<file path="config.mk">
export PLATFORM = sky130hd
export DESIGN_NAME = hdlc_bit_stuff_framer_unit
export DESIGN_NICKNAME = d
export VERILOG_FILES = /design/src/hbsf_pkg.sv /design/src/hdlc_bit_stuff_framer_unit.sv /design/src/hbsf_front.sv /design/src/hbsf_queue.sv /design/src/hbsf_back.sv
export SDC_FILE = /design/constraint.sdc
export NUM_CORES = 1
export LEC_CHECK = 0
export BUFFER_PORTS_ARGS = -buffer_cell sky130_fd_sc_hd__buf_4
export CAP_MARGIN = 20
export CORE_UTILIZATION = 56
export CTS_BUF_LIST = sky130_fd_sc_hd__clkbuf_8
export DETAILED_ROUTE_END_ITERATION = 12
export HOLD_SLACK_MARGIN = 0.02
export PLACE_DENSITY = 0.75
export SLEW_MARGIN = 20
export SYNTH_ARGS = -nofsm -noshare
export SYNTH_HDL_FRONTEND = slang
export SYNTH_SLANG_ARGS = --single-unit
</file>
<file path="constraint.sdc">
create_clock -name i_clk -period 2.3 [get_ports i_clk]
set_clock_uncertainty 0.1 [all_clocks]
set_input_delay 0.46 -clock i_clk [delete_from_list [all_inputs] [get_ports i_clk]]
set_output_delay 0.46 -clock i_clk [all_outputs]
set_load 0.01 [all_outputs]
</file>
<file path="src/hbsf_pkg.sv">
// Shared types and constants for the zero-bit insertion framer.
// No dependencies; imported by every module of the block.
package hbsf_pkg;

    // Default flag length in line bits
    localparam int FLAG_BITS_DEFAULT = 8;
    // Depth of the command queue between front and back
    localparam int QUEUE_DEPTH = 4;

    // Register widths and reset values
    localparam int FLAG_REG_W  = 8;
    localparam int LIMIT_REG_W = 4;
    localparam logic [FLAG_REG_W-1:0]  FLAG_RESET  = 8'h7E;
    localparam logic [LIMIT_REG_W-1:0] LIMIT_RESET = 4'd5;

    // Configuration register indexes
    localparam logic CFG_FLAG_PATTERN = 1'b0;
    localparam logic CFG_RUN_LIMIT    = 1'b1;

    // Line bit kinds
    typedef enum logic [1:0] {
        KIND_DATA  = 2'd0,
        KIND_STUFF = 2'd1,
        KIND_FLAG  = 2'd2
    } t_kind;

    // Serializer phases
    typedef enum logic [2:0] {
        PH_IDLE,
        PH_OPEN,
        PH_DATA,
        PH_STUFF,
        PH_CLOSE
    } t_phase;

    // Classified item handed from front to back
    typedef struct packed {
        logic data_bit;
        logic open_flag;
        logic stuff;
        logic close_flag;
    } t_cmd;

endpackage

</file>
<file path="src/hdlc_bit_stuff_framer_unit.sv">
// Zero-bit insertion framer top level: config registers, front, queue, back.
// An accepted input passes through the queue into the serializer output register.
// Throughput: one line bit per cycle while i_out_stall is low, set by the serializer output register;
// an item yields 1 data line bit, plus FLAG_BITS line bits per flag and 1 per stuffed zero.
// Reset (synchronous, active low) empties the queue, closes the frame,
// clears the ones run and loads flag 0x7E and run limit 5.
module hdlc_bit_stuff_framer_unit #(
    parameter int FLAG_BITS = hbsf_pkg::FLAG_BITS_DEFAULT
) (
    input  logic                            i_clk,
    input  logic                            i_rst_n,
    input  logic                            i_cfg_wr_en,
    input  logic                            i_cfg_index,
    input  logic [hbsf_pkg::FLAG_REG_W-1:0] i_cfg_wdata,
    input  logic                            i_in_valid,
    output logic                            o_in_stall,
    input  logic                            i_bit_in,
    input  logic                            i_last_in,
    output logic                            o_out_valid,
    input  logic                            i_out_stall,
    output logic                            o_bit_out,
    output logic [1:0]                      o_bit_kind,
    output logic                            o_run_last
);
    import hbsf_pkg::*;

    logic [FLAG_REG_W-1:0]  r_flag_pattern;
    logic [LIMIT_REG_W-1:0] r_run_limit;
    logic                   push, pop, q_full, q_valid;
    t_cmd                   push_cmd, head_cmd;

    // Configuration registers
    always_ff @(posedge i_clk) begin
        if (!i_rst_n) begin
            r_flag_pattern <= FLAG_RESET;
            r_run_limit    <= LIMIT_RESET;
        end else if (i_cfg_wr_en) begin
            case (i_cfg_index)
                CFG_FLAG_PATTERN: r_flag_pattern <= i_cfg_wdata;
                CFG_RUN_LIMIT:    r_run_limit    <= i_cfg_wdata[LIMIT_REG_W-1:0];
                default: ;
            endcase
        end
    end

    hbsf_front u_front (
        .i_clk        (i_clk),
        .i_rst_n      (i_rst_n),
        .i_in_valid   (i_in_valid),
        .o_in_stall   (o_in_stall),
        .i_bit_in     (i_bit_in),
        .i_last_in    (i_last_in),
        .i_run_limit  (r_run_limit),
        .i_queue_full (q_full),
        .o_push       (push),
        .o_cmd        (push_cmd)
    );

    hbsf_queue u_queue (
        .i_clk   (i_clk),
        .i_rst_n (i_rst_n),
        .i_push  (push),
        .i_cmd   (push_cmd),
        .o_full  (q_full),
        .i_pop   (pop),
        .o_valid (q_valid),
        .o_cmd   (head_cmd)
    );

    hbsf_back #(
        .FLAG_BITS (FLAG_BITS)
    ) u_back (
        .i_clk          (i_clk),
        .i_rst_n        (i_rst_n),
        .i_flag_pattern (r_flag_pattern),
        .i_cmd_valid    (q_valid),
        .i_cmd          (head_cmd),
        .o_pop          (pop),
        .o_out_valid    (o_out_valid),
        .i_out_stall    (i_out_stall),
        .o_bit_out      (o_bit_out),
        .o_bit_kind     (o_bit_kind),
        .o_run_last     (o_run_last)
    );

endmodule

</file>
<file path="src/hbsf_front.sv">
// Front end: accepts payload bits, tracks frame and ones-run state,
// and classifies each item into a command. Depends on hbsf_pkg.
module hbsf_front (
    input  logic                          i_clk,
    input  logic                          i_rst_n,
    input  logic                          i_in_valid,
    output logic                          o_in_stall,
    input  logic                          i_bit_in,
    input  logic                          i_last_in,
    input  logic [hbsf_pkg::LIMIT_REG_W-1:0] i_run_limit,
    input  logic                          i_queue_full,
    output logic                          o_push,
    output hbsf_pkg::t_cmd                o_cmd
);
    import hbsf_pkg::*;

    logic                   r_in_frame, n_in_frame;
    logic [LIMIT_REG_W-1:0] r_ones, n_ones;
    logic [LIMIT_REG_W-1:0] start_ones;
    logic [LIMIT_REG_W-1:0] inc_ones;
    logic                   stuff;
    logic                   accept;

    assign o_in_stall = i_queue_full;
    assign accept     = i_in_valid && !i_queue_full;
    assign o_push     = accept;

    // Classification: opening flag, stuffed zero, closing flag
    always_comb begin
        start_ones = r_in_frame ? r_ones : '0;
        inc_ones   = start_ones + LIMIT_REG_W'(1);
        stuff      = i_bit_in && (inc_ones == i_run_limit);

        o_cmd.data_bit   = i_bit_in;
        o_cmd.open_flag  = !r_in_frame;
        o_cmd.stuff      = stuff;
        o_cmd.close_flag = i_last_in;

        n_in_frame = !i_last_in;
        if (i_last_in || !i_bit_in || stuff) begin
            n_ones = '0;
        end else begin
            n_ones = inc_ones;
        end
    end

    // Frame state updates on each accepted transaction
    always_ff @(posedge i_clk) begin
        if (!i_rst_n) begin
            r_in_frame <= 1'b0;
            r_ones     <= '0;
        end else if (accept) begin
            r_in_frame <= n_in_frame;
            r_ones     <= n_ones;
        end
    end

endmodule

</file>
<file path="src/hbsf_queue.sv">
// Small command FIFO decoupling the classifier from the serializer.
// Depends on hbsf_pkg for the command type and depth.
module hbsf_queue (
    input  logic           i_clk,
    input  logic           i_rst_n,
    input  logic           i_push,
    input  hbsf_pkg::t_cmd i_cmd,
    output logic           o_full,
    input  logic           i_pop,
    output logic           o_valid,
    output hbsf_pkg::t_cmd o_cmd
);
    import hbsf_pkg::*;

    localparam int AW = $clog2(QUEUE_DEPTH);
    localparam int CW = $clog2(QUEUE_DEPTH + 1);

    t_cmd          r_mem [QUEUE_DEPTH];
    logic [AW-1:0] r_wptr, r_rptr;
    logic [CW-1:0] r_count;
    logic          do_pop;

    assign o_full  = (r_count == CW'(QUEUE_DEPTH));
    assign o_valid = (r_count != '0);
    assign o_cmd   = r_mem[r_rptr];
    assign do_pop  = i_pop && o_valid;

    // Storage
    always_ff @(posedge i_clk) begin
        if (i_push) begin
            r_mem[r_wptr] <= i_cmd;
        end
    end

    // Pointers and fill count
    always_ff @(posedge i_clk) begin
        if (!i_rst_n) begin
            r_wptr  <= '0;
            r_rptr  <= '0;
            r_count <= '0;
        end else begin
            if (i_push) begin
                r_wptr <= (r_wptr == AW'(QUEUE_DEPTH - 1)) ? '0 : r_wptr + AW'(1);
            end
            if (do_pop) begin
                r_rptr <= (r_rptr == AW'(QUEUE_DEPTH - 1)) ? '0 : r_rptr + AW'(1);
            end
            if (i_push && !do_pop) begin
                r_count <= r_count + CW'(1);
            end else if (!i_push && do_pop) begin
                r_count <= r_count - CW'(1);
            end
        end
    end

endmodule

</file>
<file path="src/hbsf_back.sv">
// Back end: serializes commands into line bits (flags, data, stuffed zeros)
// into a registered output stage. Depends on hbsf_pkg.
module hbsf_back #(
    parameter int FLAG_BITS = hbsf_pkg::FLAG_BITS_DEFAULT
) (
    input  logic                            i_clk,
    input  logic                            i_rst_n,
    input  logic [hbsf_pkg::FLAG_REG_W-1:0] i_flag_pattern,
    input  logic                            i_cmd_valid,
    input  hbsf_pkg::t_cmd                  i_cmd,
    output logic                            o_pop,
    output logic                            o_out_valid,
    input  logic                            i_out_stall,
    output logic                            o_bit_out,
    output logic [1:0]                      o_bit_kind,
    output logic                            o_run_last
);
    import hbsf_pkg::*;

    localparam int CNT_W  = (FLAG_BITS > 1) ? $clog2(FLAG_BITS) : 1;
    localparam int FLAG_W = (FLAG_BITS > FLAG_REG_W) ? FLAG_BITS : FLAG_REG_W;
    localparam logic [CNT_W-1:0] CNT_TOP = CNT_W'(FLAG_BITS - 1);

    t_phase            r_phase, n_phase;
    t_cmd              r_cur, n_cur;
    logic [CNT_W-1:0]  r_cnt, n_cnt;

    t_phase            e_phase;
    t_cmd              e_cmd;
    logic [CNT_W-1:0]  e_cnt;
    logic              e_valid;
    logic              can_load;
    logic              fire;
    logic              done;
    logic [FLAG_W-1:0] flag_ext;

    logic              r_out_valid;
    logic              r_bit;
    t_kind             r_kind;
    logic              r_last;
    logic              emit_bit;
    t_kind             emit_kind;

    // Flag positions above the register width go out as zero
    assign flag_ext = FLAG_W'(i_flag_pattern);
    assign can_load = !r_out_valid || !i_out_stall;

    // Current work: a fresh command from the queue when idle
    always_comb begin
        if (r_phase == PH_IDLE) begin
            e_valid = i_cmd_valid;
            e_cmd   = i_cmd;
            e_phase = i_cmd.open_flag ? PH_OPEN : PH_DATA;
            e_cnt   = CNT_TOP;
        end else begin
            e_valid = 1'b1;
            e_cmd   = r_cur;
            e_phase = r_phase;
            e_cnt   = r_cnt;
        end
        fire  = e_valid && can_load;
        o_pop = fire && (r_phase == PH_IDLE);
    end

    // Next state
    always_comb begin
        n_phase = r_phase;
        n_cur   = e_cmd;
        n_cnt   = r_cnt;
        done    = 1'b0;
        case (e_phase)
            PH_OPEN: begin
                if (e_cnt == '0) begin
                    n_phase = PH_DATA;
                end else begin
                    n_phase = PH_OPEN;
                    n_cnt   = e_cnt - CNT_W'(1);
                end
            end
            PH_DATA: begin
                if (e_cmd.stuff) begin
                    n_phase = PH_STUFF;
                end else if (e_cmd.close_flag) begin
                    n_phase = PH_CLOSE;
                    n_cnt   = CNT_TOP;
                end else begin
                    done = 1'b1;
                end
            end
            PH_STUFF: begin
                if (e_cmd.close_flag) begin
                    n_phase = PH_CLOSE;
                    n_cnt   = CNT_TOP;
                end else begin
                    done = 1'b1;
                end
            end
            PH_CLOSE: begin
                if (e_cnt == '0) begin
                    done = 1'b1;
                end else begin
                    n_phase = PH_CLOSE;
                    n_cnt   = e_cnt - CNT_W'(1);
                end
            end
            default: begin
                done = 1'b1;
            end
        endcase
        if (done) begin
            n_phase = PH_IDLE;
        end
    end

    // Line bit for the current phase
    always_comb begin
        case (e_phase)
            PH_OPEN, PH_CLOSE: begin
                emit_bit  = flag_ext[e_cnt];
                emit_kind = KIND_FLAG;
            end
            PH_DATA: begin
                emit_bit  = e_cmd.data_bit;
                emit_kind = KIND_DATA;
            end
            PH_STUFF: begin
                emit_bit  = 1'b0;
                emit_kind = KIND_STUFF;
            end
            default: begin
                emit_bit  = 1'b0;
                emit_kind = KIND_DATA;
            end
        endcase
    end

    // Sequencer state
    always_ff @(posedge i_clk) begin
        if (!i_rst_n) begin
            r_phase <= PH_IDLE;
        end else if (fire) begin
            r_phase <= n_phase;
        end
    end

    always_ff @(posedge i_clk) begin
        if (fire) begin
            r_cur <= n_cur;
            r_cnt <= n_cnt;
        end
    end

    // Output register
    always_ff @(posedge i_clk) begin
        if (!i_rst_n) begin
            r_out_valid <= 1'b0;
        end else if (can_load) begin
            r_out_valid <= e_valid;
        end
    end

    always_ff @(posedge i_clk) begin
        if (fire) begin
            r_bit  <= emit_bit;
            r_kind <= emit_kind;
            r_last <= done;
        end
    end

    assign o_out_valid = r_out_valid;
    assign o_bit_out   = r_bit;
    assign o_bit_kind  = r_kind;
    assign o_run_last  = r_last;

endmodule
</file>
==> summary.md <==
| Metric | Value |
|---|---|
| Post-route ant nets | 0 |
| Fin crit share | 0.945 |
| Worst Path Required | 2440 ps |
| Worst EP arrival | 2310 ps |
| Clock buffer depth | 2 |
| H-Tree Depth | 2 |
| Root Buffer | clkbuf_8 |
| Crit start category | register |
| Pleak | 1.26 nW |
| Syn_nets | 283 |
| Final Max Slew Viols | 0 |
| WP buf/inv | 2 |
| Yosys cell types | 53 |
| Total Wirelength | 5110 um |
| FFs w/ async S/R, synth | 0 |
| P_int | 2.35 mW |
| Post-CTS Resized | 0 |
| Critical-path top delay cell | dfxtp_1 |
| Final instance count without filler cells | 339 |
| Vias per cell | 5.87 |
| Max Cap Viol | 0 |
| Reg power frac | 0.420 |
| TritonCTS clock tree | built |
| Sequential share of the synthesized area | 0.509 |
| # diodes | 0 |
| First-pass DRT Iterations | 4 |
| Worst hold path type | primary input to register |
| CP cell instances | nor3_4 > buf_4 > nand3b_1 > ha_2 > inv_1 > fa_1 > xor2_1 > or3_1 > a21oi_1 |
| Routability cong. | 0.830 |
| Die width | 71.6 um |
| Port bufs | 21 |
| Most common cell after layout, fill and taps aside | nand2_1 |
| Final Hold Vio Count | 0 |
| Clock Sink Count | 56 |
| GRT overflow | 0 |
| Max incr delay on CP | 380 ps |
| YS warnings | 0 |
| Initial Util | 0.602 |
| CTS Hold Bufs | 0 |
| CTS Buf Count | 5 |
| Least-Margin Pin Slew | 476 ps |
| Setup TNS | 0 ps |
| Die height | 71.6 um |
| Post-synth top flop | dfxtp_1 |
| Antenna violations before repair | 0 |
| Top delay family on crit path | adder cells |
| Cell Area, Synth | 2710 um2 |
| CP Max Fanout | 12 |
| Switching share of power | 0.327 |
| Clock share of power | 0.210 |
| # setup viols final | 0 |
| Rows | 24 |
| Critical path capture point type | register |
| Synth Register Bits | 56 |
| I/O pin cnt | 22 |
| Largest net degree at the start of global routing | 19 |
| Placed Cells | 331 |
| Share of cells above drive strength 1 | 0.209 |
| Pwr dens | 1120 nW/um2 |
| Cells after synthesis | 257 |
| Initial DRC count | 161 |
| Minimum clock period | 2170 ps |
| Commonest cells after routing, fill and taps aside | nand2_1 (38), buf_4 (33), dfxtp_1 (26), edfxtp_1 (26) |
| First-pass GRT wire length | 8760 um |
| Outcome | complete, no violations |
| Vias in the first global route | 1965 |
| P_sw | 1.14 mW |
| Post-CTS Setup Bufs | 0 |
| Critical path class | register to register |
| Worst-path clk slew | 90 ps |
| Area Overhead vs Synth | 14.9% |
| EDFF count, synth | 26 |
| Syn Area/Cell | 10.6 um2 |
| Post-DP HPWL | 3860 um |
| Hold Worst Slack | 257 ps |
| Residual DRC count | 0 |
| RSZ-0062 raised after global routing | no |
| CORE AREA | 4500 um2 |
| Die area | 5130 um2 |
| Total GRT Usage | 0.220 |
| Peak VDD IR | 0.500 mV |
| Layout Utilization | 0.692 |
| Average wire per cell in the routed design | 15.1 um |
| Clock latency on the worst-skew pair | 300 ps |
| FMAX | 460 MHz |
| Vias | 1991 |
| Nets | 312 |
| Worst slew margin | 0.674 |
| Combinational share of power | 0.370 |
## final cells by class
type	count	area, um2
clock buffers	5	68.8
clock inverters	3	63.8
fillers	346	1390
inverters	12	45.0
multi-input cells	178	1240
flip-flops and latches	56	1390
well taps	52	65.1
repair buffers	33	248
## cells in the mapped netlist, types with 2 or more instances
cell       number  share of area
mux2i_1         5          0.018
mux4_1          2          0.019
nand3b_1        3         0.0083
a211oi_1        2         0.0055
a21oi_1        12          0.022
inv_1          11          0.015
nor2_1         14          0.019
xnor2_1         3         0.0097
and3_1          2         0.0046
xor2_1          6          0.019
clkbuf_1        6         0.0083
mux4_2          3          0.025
a22o_1          2         0.0065
nor2b_1         4         0.0092
buf_2           3         0.0055
o21ai_1         4         0.0074
nand2b_1        5          0.012
o21ai_0         6          0.011
dfxtp_1        30           0.22
o21a_1          3         0.0083
and2_1          6          0.014
edfxtp_1       26           0.29
nor3_1          5         0.0092
a32o_1          3          0.011
o2bb2ai_1       2         0.0065
a31oi_1         2         0.0046
nand3_1        14          0.026
ha_1            9          0.042
or3_1           3         0.0069
nand2_1        38          0.053
## sequential cells by signal, summed over array words and instances (netlist names), named ones only
register            count
u_back.o_bit_kind       2
u_front.r_in_frame      1
u_queue.r_mem          16
u_back.r_cur            3
u_back.o_bit_out        1
u_back.r_cnt            3
u_queue.r_wptr          2
u_back.o_run_last       1
u_back.r_phase          3
r_run_limit             4
u_front.r_ones          4
r_flag_pattern          8
u_back.o_out_valid      1
u_queue.r_count         3
u_queue.r_rptr          2
## layer usage
metal	track usage	wire length [um]	vias up
met3	0.0464	153	9
met5	0	0	-
met2	0.377	2520	35
met1	0.276	2360	962
met4	0.0784	76	0
li1	-	-	985
## cells by family (layout without fill, tap and decap cells)
kind of cell,after synthesis,after routing,synth area share
fa+ha+maj,10,10,0.0489
flops,56,56,0.509
simple gates,100,100,0.181
xor+xnor,9,9,0.0291
compound gates,48,48,0.127
buf+inv,23,53,0.0374
mux,11,11,0.0669
## power by group through the flow
stage / clock network [mW] / logic, mW / registers [mW]
after floorplan: 0 / 0.895 / 1.46
final: 0.734 / 1.29 / 1.47
after global placement: 0 / 1.25 / 1.47
after CTS: 0.750 / 1.29 / 1.46
after detailed placement: 0 / 1.28 / 1.48
after global routing: 0.789 / 1.43 / 1.49
## worst min-delay path, cell delays in order
cell     delay (ps)
buf_4            80
nand2_1          30
nand3_1          60
## metrics by stage
step           setup WS, ps  instance area, um2  power (mW)
6_report                127                3120        3.50
5_1_grt                11.1                3120        3.71
4_1_cts                24.8                3110        3.50
3_5_place_dp           47.8                2970        2.76
3_3_place_gp            150                2970        2.73
2_1_floorplan         -19.7                2720        2.36
## worst paths after layout
path                          start            endpoint  slack, ps  cells after the start
setup / recovery  u_back.r_phase[1]  u_queue.r_count[2]        130                      9
hold / removal       i_cfg_wdata[4]   r_flag_pattern[4]        260                      3
setup reg to reg  u_back.r_phase[1]  u_queue.r_count[2]        130                      9
hold reg to reg   r_flag_pattern[5]   r_flag_pattern[5]        370                      2
Note: power is estimated with default switching activity, not from simulation.
